[src/hdl/trle_ram.sv]
`timescale 1ns / 1ps
// ============================================================================
// trle_ram : simple dual-port RAM
// One write port, one read port with registered read data.
// ============================================================================
module trle_ram #(
   parameter int WIDTH = 8,
   parameter int DEPTH = 256
) (
   input  logic                     clock,
   input  logic                     we,
   input  logic [$clog2(DEPTH)-1:0] waddr,
   input  logic [WIDTH-1:0]         wdata,
   input  logic                     re,
   input  logic [$clog2(DEPTH)-1:0] raddr,
   output logic [WIDTH-1:0]         rdata
);

   logic [WIDTH-1:0] mem_ff [DEPTH];
   logic [WIDTH-1:0] rdata_ff;

   always_ff @(posedge clock) begin
      if (we) begin
         mem_ff[waddr] <= wdata;
      end
      if (re) begin
         rdata_ff <= mem_ff[raddr];
      end
   end

   assign rdata = rdata_ff;

endmodule

[config.mk]
export PLATFORM = sky130hd
export DESIGN_NAME = trle_ram
export DESIGN_NICKNAME = d
export VERILOG_FILES = /design/src/hdl/trle_ram.sv
export SDC_FILE = /design/constraint.sdc
export NUM_CORES = 2
export LEC_CHECK = 0
export BUFFER_PORTS_ARGS = -buffer_cell sky130_fd_sc_hd__buf_2
export CAP_MARGIN = 10
export CORE_MARGIN = 10
export CORE_UTILIZATION = 60
export DETAILED_ROUTE_END_ITERATION = 12
export PLACE_DENSITY = 0.76
export SLEW_MARGIN = 20
export SYNTH_ARGS = -nofsm -noshare
export SYNTH_HDL_FRONTEND = slang
export SYNTH_SLANG_ARGS = --single-unit
[constraint.sdc]
create_clock -name clock -period 3.2 [get_ports clock]
set_input_delay 0.64 -clock clock [delete_from_list [all_inputs] [get_ports clock]]
set_output_delay 0.64 -clock clock [all_outputs]
set_load 0.02 [all_outputs]
==> flow_summary.rst <==
.. list-table::
   :header-rows: 1

   * - Metric
     - Value
   * - Drt first pass iters
     - 6
   * - Core Rows
     - 133
   * - Clock share of power
     - 40.4%
   * - Count of buffers added by post-CTS timing repair for setup
     - 0
   * - Crit end category
     - flop
   * - Top_reg_cell synth
     - sky130_fd_sc_hd__edfxtp_1
   * - Hold crit path type
     - in -> reg
   * - Number of flops mapped to enable cells by yosys
     - 2056
   * - Worst-path clk slew
     - 0.07 ns
   * - Vias/cell
     - 6.73
   * - Most common cell after layout, fill and taps aside
     - sky130_fd_sc_hd__edfxtp_1
   * - Final WL
     - 200 mm
   * - Design Area, Final
     - 91700 um2
   * - Max Transition Viols Final
     - 0
   * - Wire per inst
     - 32.3 um
   * - Area of the mapped netlist
     - 79600 um2
   * - Number of remaining DRC errors
     - 0
   * - Arrival time at the worst endpoint
     - 3.64 ns
   * - Maximum fanout along the worst path
     - 1
   * - Internal portion of total power
     - 42.9 mW
   * - Worst slack at placement
     - -0.725 ns
   * - Initial Utilization
     - 60.5%
   * - Maximum buffer depth of the clock tree
     - 3
   * - Max Freq
     - 324 MHz
   * - Register-to-register setup slack
     - 0.11 ns
   * - Total number of vias
     - 41700
   * - PortBufs
     - 34
   * - Synth cell types
     - 54
   * - Setup ws final
     - 0.110 ns
   * - Headroom to the max-slew limit
     - 21.6%
   * - Setup repair after global routing missed its margin
     - false
   * - Cell-by-cell trace of the critical path
     - mux4_2 -> a22o_1 -> a221oi_2 -> o32ai_2 -> nor3_1 -> nor4_2
   * - Syn avg cell area
     - 21.3 um2
   * - Leading cell types in the layout, fill and taps excluded
     - sky130_fd_sc_hd__edfxtp_1, sky130_fd_sc_hd__buf_4, sky130_fd_sc_hd__mux4_2, sky130_fd_sc_hd__nor2_1, sky130_fd_sc_hd__clkbuf_16
   * - Fraction of the cycle the final worst path needs
     - 96.6%
   * - First-pass GRT wire length
     - 293 mm
   * - Number of nets at the end of the flow
     - 4305
   * - Req. time, crit path
     - 3.75 ns
   * - Crit path max-delay cell type
     - sky130_fd_sc_hd__nor3_1
   * - Logic pwr share
     - 5.3%
   * - Chip height
     - 384 um
   * - Max_cap viols
     - 0
   * - Crit path kind
     - reg -> reg
   * - Power Density
     - 598 nW/um2
   * - Kind of cell adding the most delay to the critical path
     - simple AND/OR/NAND/NOR gates
   * - Number of instances in the synthesized netlist
     - 3733
   * - Sinks on the clock net
     - 2056
   * - Number of setup violations in the final report
     - 0
   * - WP buf/inv
     - 0
   * - Area growth from synthesis to final layout
     - 15.2%
   * - Net switching component of the power
     - 12.0 mW
   * - Largest net degree at the start of global routing
     - 113
   * - Area enclosed by the die boundary
     - 148000 um2
   * - Sequential cell fraction of total power
     - 54.2%
   * - Number of synthesized register bits
     - 2056
   * - Final total power
     - 54.8 mW
   * - Run status
     - completed
   * - Fraction of power spent switching nets
     - 21.8%
   * - Area inside the core boundary
     - 132000 um2
   * - Residual antenna-violating net count after detailed routing
     - 0
   * - Clock insertion delay at the later pin of the skew report
     - 0.85 ns
   * - Number of global-route vias before repair
     - 42100
   * - Number of antenna violations at the first check in global routing
     - 11
   * - Final critical-path required period
     - 3.09 ns
   * - Area after DPL
     - 85500 um2
   * - Synth Warn #
     - 0
   * - Fraction of the yosys area taken by sequential cells
     - 77.5%
   * - Number of fill cells
     - 7461
   * - Share of final-layout standard cells stronger than drive strength 1
     - 30.1%
   * - Total half-perimeter wirelength after legalization and detailed placement
     - 125 mm
   * - Reported leakage power
     - 29.5 nW
   * - DIE WIDTH
     - 384 um
   * - Transition time at the pin with the least slew margin
     - 1.17 ns
   * - Clock root buffer
     - sky130_fd_sc_hd__clkbuf_16
   * - Last weighted congestion value of the routability-driven placer
     - 0.915
   * - Worst vdd ir
     - 608 uV
   * - H-Tree Level Count
     - 4
   * - Share of synthesized registers carrying an async set or reset
     - 0%
   * - CTS tree
     - done
   * - Net count after synthesis
     - 3760
   * - Top Ports
     - 35
   * - Slowest stage delay, CP
     - 0.91 ns
   * - Cts hold-fix bufs
     - 0
   * - Number of gates resized after cts
     - 0
   * - Final Hold Violating Endpoints
     - 0
   * - Overall fraction of global-route tracks in use
     - 27.3%
   * - Iter 0 DRT Violations
     - 5941
   * - Kind of start point of the critical path
     - flop
   * - Residual overflow from global routing
     - 0
   * - Number of CTS-inserted buffers
     - 193
   * - Final setup skew
     - 0.0380 ns
-- power groups by stage --
stage	clock network (mW)	registers, mW	logic (mW)
2_1_floorplan	0	30.3	1.44
3_3_place_gp	0	30.3	2.81
3_5_place_dp	0	30.3	2.87
4_1_cts	22.4	29.7	2.90
5_1_grt	23.3	29.7	3.06
6_report	22.2	29.7	2.93
-- stage by stage --
step / TNS [ns] / util [%] / hold slack (ns) / cells
6_report: 0 / 69.7 / 0.127 / 6199
5_1_grt: 0 / 69.7 / 0.118 / 6193
4_1_cts: 0 / 69.7 / 0.0759 / 6192
3_5_place_dp: -3.89 / 65.0 / 0.998 / 5838
3_3_place_gp: -3.91 / 65.0 / 0.982 / 5838
2_1_floorplan: 0 / - / 0.739 / 3733
-- area by class of cell --
| type | instances | area, um2 | area share, % |
|---|---|---|---|
| diodes | 7 | 17.5 | 0.0191 |
| repair buffers | 583 | 5120 | 5.58 |
| multi-input cells | 1442 | 16500 | 18.0 |
| well taps | 1755 | 2200 | 2.39 |
| clock inverters | 133 | 1190 | 1.30 |
| clock buffers | 221 | 4960 | 5.40 |
| inverters | 2 | 7.51 | 0.00818 |
| flip-flops and latches | 2056 | 61700 | 67.3 |
-- registers in the layout (all words and copies together), names as in the netlist --
name / flops
rdata: 8
mem_ff: 2048
-- synth_stat cells (all sizes together), types with 12 or more instances --
library cell,number,share of area (%)
a211oi,16,0.15
a21oi,96,0.60
a221oi,14,0.16
a22oi,133,1.3
buf,122,1.3
clkbuf,111,0.52
edfxtp,2056,78
mux2i,134,1.7
mux4,456,13
nand2,33,0.16
nand3,34,0.21
nor2,282,1.3
nor2b,31,0.24
nor3,22,0.14
nor4,27,0.24
o21ai,12,0.075
o221ai,47,0.52
o22ai,28,0.22
-- cell families after synthesis --
group           synth area share (%)
buf+inv                         1.83
simple gates                    2.63
compound gates                  3.42
flops                           77.5
mux                             14.6
-- final timing paths --
| kind | startpoint | to | depth (start not counted) |
|---|---|---|---|
| setup / recovery | mem_ff[82][6]$_DFFE_PP_ | rdata[6]$_DFFE_PP_ | 6 |
| hold / removal | wdata[3] | mem_ff[75][3]$_DFFE_PP_ | 1 |
| setup reg to reg | mem_ff[82][6]$_DFFE_PP_ | rdata[6]$_DFFE_PP_ | 6 |
| hold reg to reg | mem_ff[33][5]$_DFFE_PP_ | rdata[5]$_DFFE_PP_ | 7 |
-- layer usage --
| layer | vias up | wire [um] | global-route usage, % |
|---|---|---|---|
| met5 | - | 123 | 0 |
| li1 | 16800 | - | - |
| met1 | 21500 | 70000 | 37.1 |
| met3 | 531 | 24000 | 6.51 |
| met2 | 2879 | 96600 | 42.7 |
| met4 | 18 | 9470 | 11.8 |
(Power assumes the default switching activity.)
