$ cat config.mk
export PLATFORM = sky130hd
export DESIGN_NAME = trle_cmd_fifo
export DESIGN_NICKNAME = d
export VERILOG_FILES = /design/src/hdl/trle_pkg.sv /design/src/hdl/trle_cmd_fifo.sv
export SDC_FILE = /design/constraint.sdc
export NUM_CORES = 1
export LEC_CHECK = 0
export BUFFER_PORTS_ARGS = -buffer_cell sky130_fd_sc_hd__buf_2
export CAP_MARGIN = 20
export CELL_PAD_IN_SITES_DETAIL_PLACEMENT = 0
export CELL_PAD_IN_SITES_GLOBAL_PLACEMENT = 1
export CORE_UTILIZATION = 35
export CTS_CLUSTER_DIAMETER = 60
export DETAILED_ROUTE_END_ITERATION = 10
export PLACE_DENSITY_LB_ADDON = 0.25
export REMOVE_ABC_BUFFERS = 1
export SLEW_MARGIN = 20
export SYNTH_ARGS = -nofsm -noshare
export SYNTH_HDL_FRONTEND = slang
export SYNTH_SLANG_ARGS = --single-unit
$ cat constraint.sdc
create_clock -name clock -period 4.87 [get_ports clock]
set_clock_uncertainty 0.2 [all_clocks]
set_input_delay 0.974 -clock clock [delete_from_list [all_inputs] [get_ports clock]]
set_output_delay 0.974 -clock clock [all_outputs]
set_load 0.005 [all_outputs]
$ cat src/hdl/trle_pkg.sv
`timescale 1ns / 1ps
// ============================================================================
// trle_pkg : shared types and constants of the run-length encoder
// Command format between front and back end, byte marks, field widths and
// the back-end sequencer states.
// ============================================================================
package trle_pkg;

   localparam int LEN_W       = 7;    // run length field of a header byte
   localparam int PIX_W       = 8;    // palette index / output byte width
   localparam int CAP_W       = 24;   // capacity and byte counter width
   localparam int SUM_W       = 9;    // bytes caused by one pixel, worst case
   localparam int CNT_W       = 3;    // byte_count field
   localparam int RSP_BYTES   = 4;    // bytes per result
   localparam int RSP_DATA_W  = 40;   // four bytes + count, padded to bytes
   localparam int RSP_USER_W  = 2;
   localparam int CMD_DEPTH   = 2;    // command queue entries

   localparam logic [PIX_W-1:0] MARK_TRANSPARENT = 8'h80;
   localparam logic [PIX_W-1:0] MARK_OPAQUE      = 8'h00;
   localparam logic [PIX_W-1:0] LINE_CLOSE       = 8'h00;

   localparam logic ACT_PIXEL   = 1'b0;
   localparam logic ACT_RESTART = 1'b1;

   // one run to be written out by the back end
   typedef struct packed {
      logic             valid;
      logic             tr;      // transparent run: header byte only
      logic [LEN_W-1:0] len;
      logic             bank;    // literal store bank holding the pixels
   } run_desc_type;

   // everything one input pixel causes, in output order
   typedef struct packed {
      run_desc_type run_a;   // run closed before this pixel
      run_desc_type run_b;   // run closed by the line end
      logic         zero;    // line closing byte
      logic         ovf;     // overflow state after the pixel
   } cmd_type;

   // back end done reading a literal bank
   typedef struct packed {
      logic valid;
      logic bank;
   } bank_free_type;

   typedef enum logic [2:0] {
      SQ_IDLE,
      SQ_HDR,
      SQ_DAT,
      SQ_ZERO,
      SQ_EMPTY
   } seq_state_type;

endpackage

$ cat src/hdl/trle_cmd_fifo.sv
`timescale 1ns / 1ps
// ============================================================================
// trle_cmd_fifo : command queue between front and back end
// Small register FIFO of per-pixel commands.
// ============================================================================
module trle_cmd_fifo import trle_pkg::*; #(
   parameter int DEPTH = 2
) (
   input  logic    clock,
   input  logic    reset,
   input  logic    push,
   input  cmd_type push_data,
   output logic    full,
   input  logic    pop,
   output cmd_type head,
   output logic    empty
);

   localparam int PTR_W  = (DEPTH > 1) ? $clog2(DEPTH) : 1;
   localparam int FILL_W = $clog2(DEPTH + 1);

   cmd_type           slot_ff [DEPTH];
   logic [PTR_W-1:0]  wr_ptr_ff, wr_ptr_in;
   logic [PTR_W-1:0]  rd_ptr_ff, rd_ptr_in;
   logic [FILL_W-1:0] fill_ff, fill_in;
   logic              do_push, do_pop;

   assign full    = (fill_ff == FILL_W'(DEPTH));
   assign empty   = (fill_ff == '0);
   assign do_push = push && !full;
   assign do_pop  = pop && !empty;
   assign head    = slot_ff[rd_ptr_ff];

   always_comb begin
      wr_ptr_in = wr_ptr_ff;
      rd_ptr_in = rd_ptr_ff;
      fill_in   = fill_ff;
      if (do_push) begin
         wr_ptr_in = (wr_ptr_ff == PTR_W'(DEPTH - 1)) ? '0 : wr_ptr_ff + 1'b1;
      end
      if (do_pop) begin
         rd_ptr_in = (rd_ptr_ff == PTR_W'(DEPTH - 1)) ? '0 : rd_ptr_ff + 1'b1;
      end
      if (do_push && !do_pop) begin
         fill_in = fill_ff + 1'b1;
      end else if (do_pop && !do_push) begin
         fill_in = fill_ff - 1'b1;
      end
   end

   always_ff @(posedge clock) begin
      if (reset) begin
         wr_ptr_ff <= '0;
         rd_ptr_ff <= '0;
         fill_ff   <= '0;
      end else begin
         wr_ptr_ff <= wr_ptr_in;
         rd_ptr_ff <= rd_ptr_in;
         fill_ff   <= fill_in;
      end
   end

   always_ff @(posedge clock) begin
      if (do_push) begin
         slot_ff[wr_ptr_ff] <= push_data;
      end
   end

endmodule

==> out/qor.txt <==
Status: completed
Worst hold endpoint: wr_ptr_ff$_SDFFE_PP0P_
HPWL Detailed: 1.93 mm
WP data required: 3.70 ns
Initial core utilization: 37.3%
DRC: 0
Simple-gate share of the synthesized area: 2.58%
Adder-cell share of the synthesized area: 0.696%
Slew Limit Fails: 0
Pleak: 0.000831 uW
Number of buffers added on ports: 49
Slew margin rel.: 31.1%
Final Wtd Congestion: 0.641
Layout Nets: 174
Post-synthesis xor/xnor area fraction: 1.46%
GRT Overall Usage: 11.6%
Worst-Skew Late Latency: 0.29 ns
Post-CTS Setup Bufs: 0
Commonest non-fill, non-tap cell in the layout: buf_2
Area grow syn2layout: 22.8%
Placed cell count: 207
Post-Route Setup TNS: 0 ns
Main combinational cell family by area after synthesis: multiplexers
TritonCTS buffer count: 5
Core ar.: 4820 sq um
Die area: 5420 sq um
RSZ-0062 raised after global routing: false
CTS resizes: 0
Wire per inst: 13.3 microns
Crit path max fanout: 22
R2r startpoint: fill_ff[0]$_SDFFE_PP0P_
Warnings from Yosys: 0
Reg2reg setup slack: 2.78 ns
Worst hold start: wr_ptr_ff$_SDFFE_PP0P_
Worst flop-to-flop path endpoint: slot_ff[0][8]$_DFFE_PP_
Synth Area in Compound Gates: 1.39%
Crit Path Category: reg2out
Global-route wire length before repair: 4.34 mm
GRT overflow: 0
Worst-path clk slew: 0.07 ns
Hold Crit Depth: 2
Clock tree buffer depth: 2
Routed WL: 2.86 mm
Root Driver: clkbuf_8
Cell Count, Final, Fillers Out: 215
Cell row count: 25
Share of cells above drive strength 1: 52.7%
Initial antenna violation count: 0
Cells after Synth: 93
Chip Width: 73.7 microns
Worst path cell trace: mux2_2 -> buf_2
Htree depth: 2
Synthesized area per cell: 19.3 sq um
Antenna Violating Nets Remaining: 0
CTS tree: built
Synth Cell Area: 1800 sq um
Final Cycle Share: 61.0%
Hold slack: 0.296 ns
Pwr dens: 477 nW/um^2
Post-synthesis mux area share: 13.8%
Final Hold Viols: 0
Worst hold path type: reg2reg
# IOs: 50
Flip-flop and latch count after synthesis: 49
Yosys cell types: 13
CP peak stage delay: 0.95 ns
Diodes inserted: 0
Height of the die: 73.7 microns
Slew @ Worst Pin: 1.03 ns
Vias post-DR: 950
Sink Count: 49
CP arrival: 1.80 ns
Vias in the first global route: 948
Maxcap violations: 0
Most frequent cells in the layout: 49 x buf_2, 44 x edfxtp_1, 22 x mux2_2
Largest net degree at the start of global routing: 23
Fmax: 0.337 GHz
Crit path time final: 2.97 ns
Initial DRT Pass Iterations: 2
Nature of the critical path startpoint: flop
Drt first-iter violations: 90
Seq/Total Area, Yosys: 79.1%
FF-to-FF path depth: 3
Final Setup Violations: 0
Peak VDD IR: 0.229 mV
# hold bufs at CTS: 0
Vias per cell: 4.42
CP max-delay cell: dfxtp_1
CP endpoint kind: output pin
report_power, final:
group | switching [uW] | internal [uW] | total, uW
combinational | 106 | 137 | 242
clock | 117 | 116 | 233
sequential | 44.5 | 532 | 576
total | 268 | 784 | 1050
cell type report:
| class | instances | area (sq um) |
|---|---|---|
| Clock buffer | 8 | 90.1 |
| Fill cell | 448 | 2610 |
| Inverter | 2 | 7.51 |
| Multi-Input combinational cell | 40 | 358 |
| Sequential cell | 49 | 1420 |
| Tap cell | 67 | 83.8 |
| Timing Repair Buffer | 49 | 245 |
Yosys cell counts:
cell / instances / area (sq um)
edfxtp_1: 44 / 1320
mux2_2: 22 / 248
dfxtp_1: 5 / 100
nor2_1: 5 / 18.8
o21ai_0: 3 / 15.0
xor2_1: 3 / 26.3
a21oi_1: 2 / 10.0
buf_2: 2 / 10.0
inv_1: 2 / 7.51
or3_1: 2 / 12.5
and2_1: 1 / 6.26
ha_1: 1 / 12.5
nor2b_2: 1 / 8.76
critical path: cells and delay by family, from the launching register on:
| family | cells | cell delay (ns) |
|---|---|---|
| multiplexers | 1 | 0.42 |
| flip-flops | 1 | 0.95 |
| buffers and inverters | 1 | 0.13 |
metal layers:
metal | track usage [%] | vias up | share of wire, %
li1 | - | 459 | -
met1 | 12.7 | 456 | 40
met2 | 19.2 | 30 | 53
met3 | 4.94 | 5 | 5.6
met4 | 5.77 | 0 | 1.7
met5 | 0 | - | 0
per-stage QoR:
step           setup WS (ns)  utilization, %  total power, uW  area [sq um]
2_1_floorplan           2.47               -              723          1790
3_3_place_gp            2.17            43.9              828          2120
3_5_place_dp            2.12            43.9              836          2120
4_1_cts                 1.80            45.8             1070          2210
5_1_grt                 1.72            45.8             1120          2210
6_report                1.90            45.8             1050          2210
flip-flops by register name (all words and copies together) (netlist names), named ones only:
| signal | cells |
|---|---|
| fill_ff | 2 |
| slot_ff | 44 |
| wr_ptr_ff | 1 |
| rd_ptr_ff | 1 |
cell families after synthesis:
group / after synthesis
multiplexers: 22
flip-flops: 49
XOR/XNOR: 3
buffers and inverters: 4
AND/OR/NAND/NOR: 9
adder cells (fa/ha/maj): 1
AO/OA/AOI/OAI: 5
worst max path at each step:
stage | from | cells past startpoint | slack (ns) | endpoint
floorplan | push | 3 | 2.47 | slot_ff[0][0]$_DFFE_PP_
global placement | push | 4 | 2.17 | slot_ff[0][21]$_DFFE_PP_
detailed placement | push | 4 | 2.12 | slot_ff[0][21]$_DFFE_PP_
CTS | flop | 2 | 1.80 | head[12]
global route | flop | 2 | 1.72 | head[12]
finish | flop | 2 | 1.90 | head[12]
No activity file was read; power rests on OpenSTA's default activity.
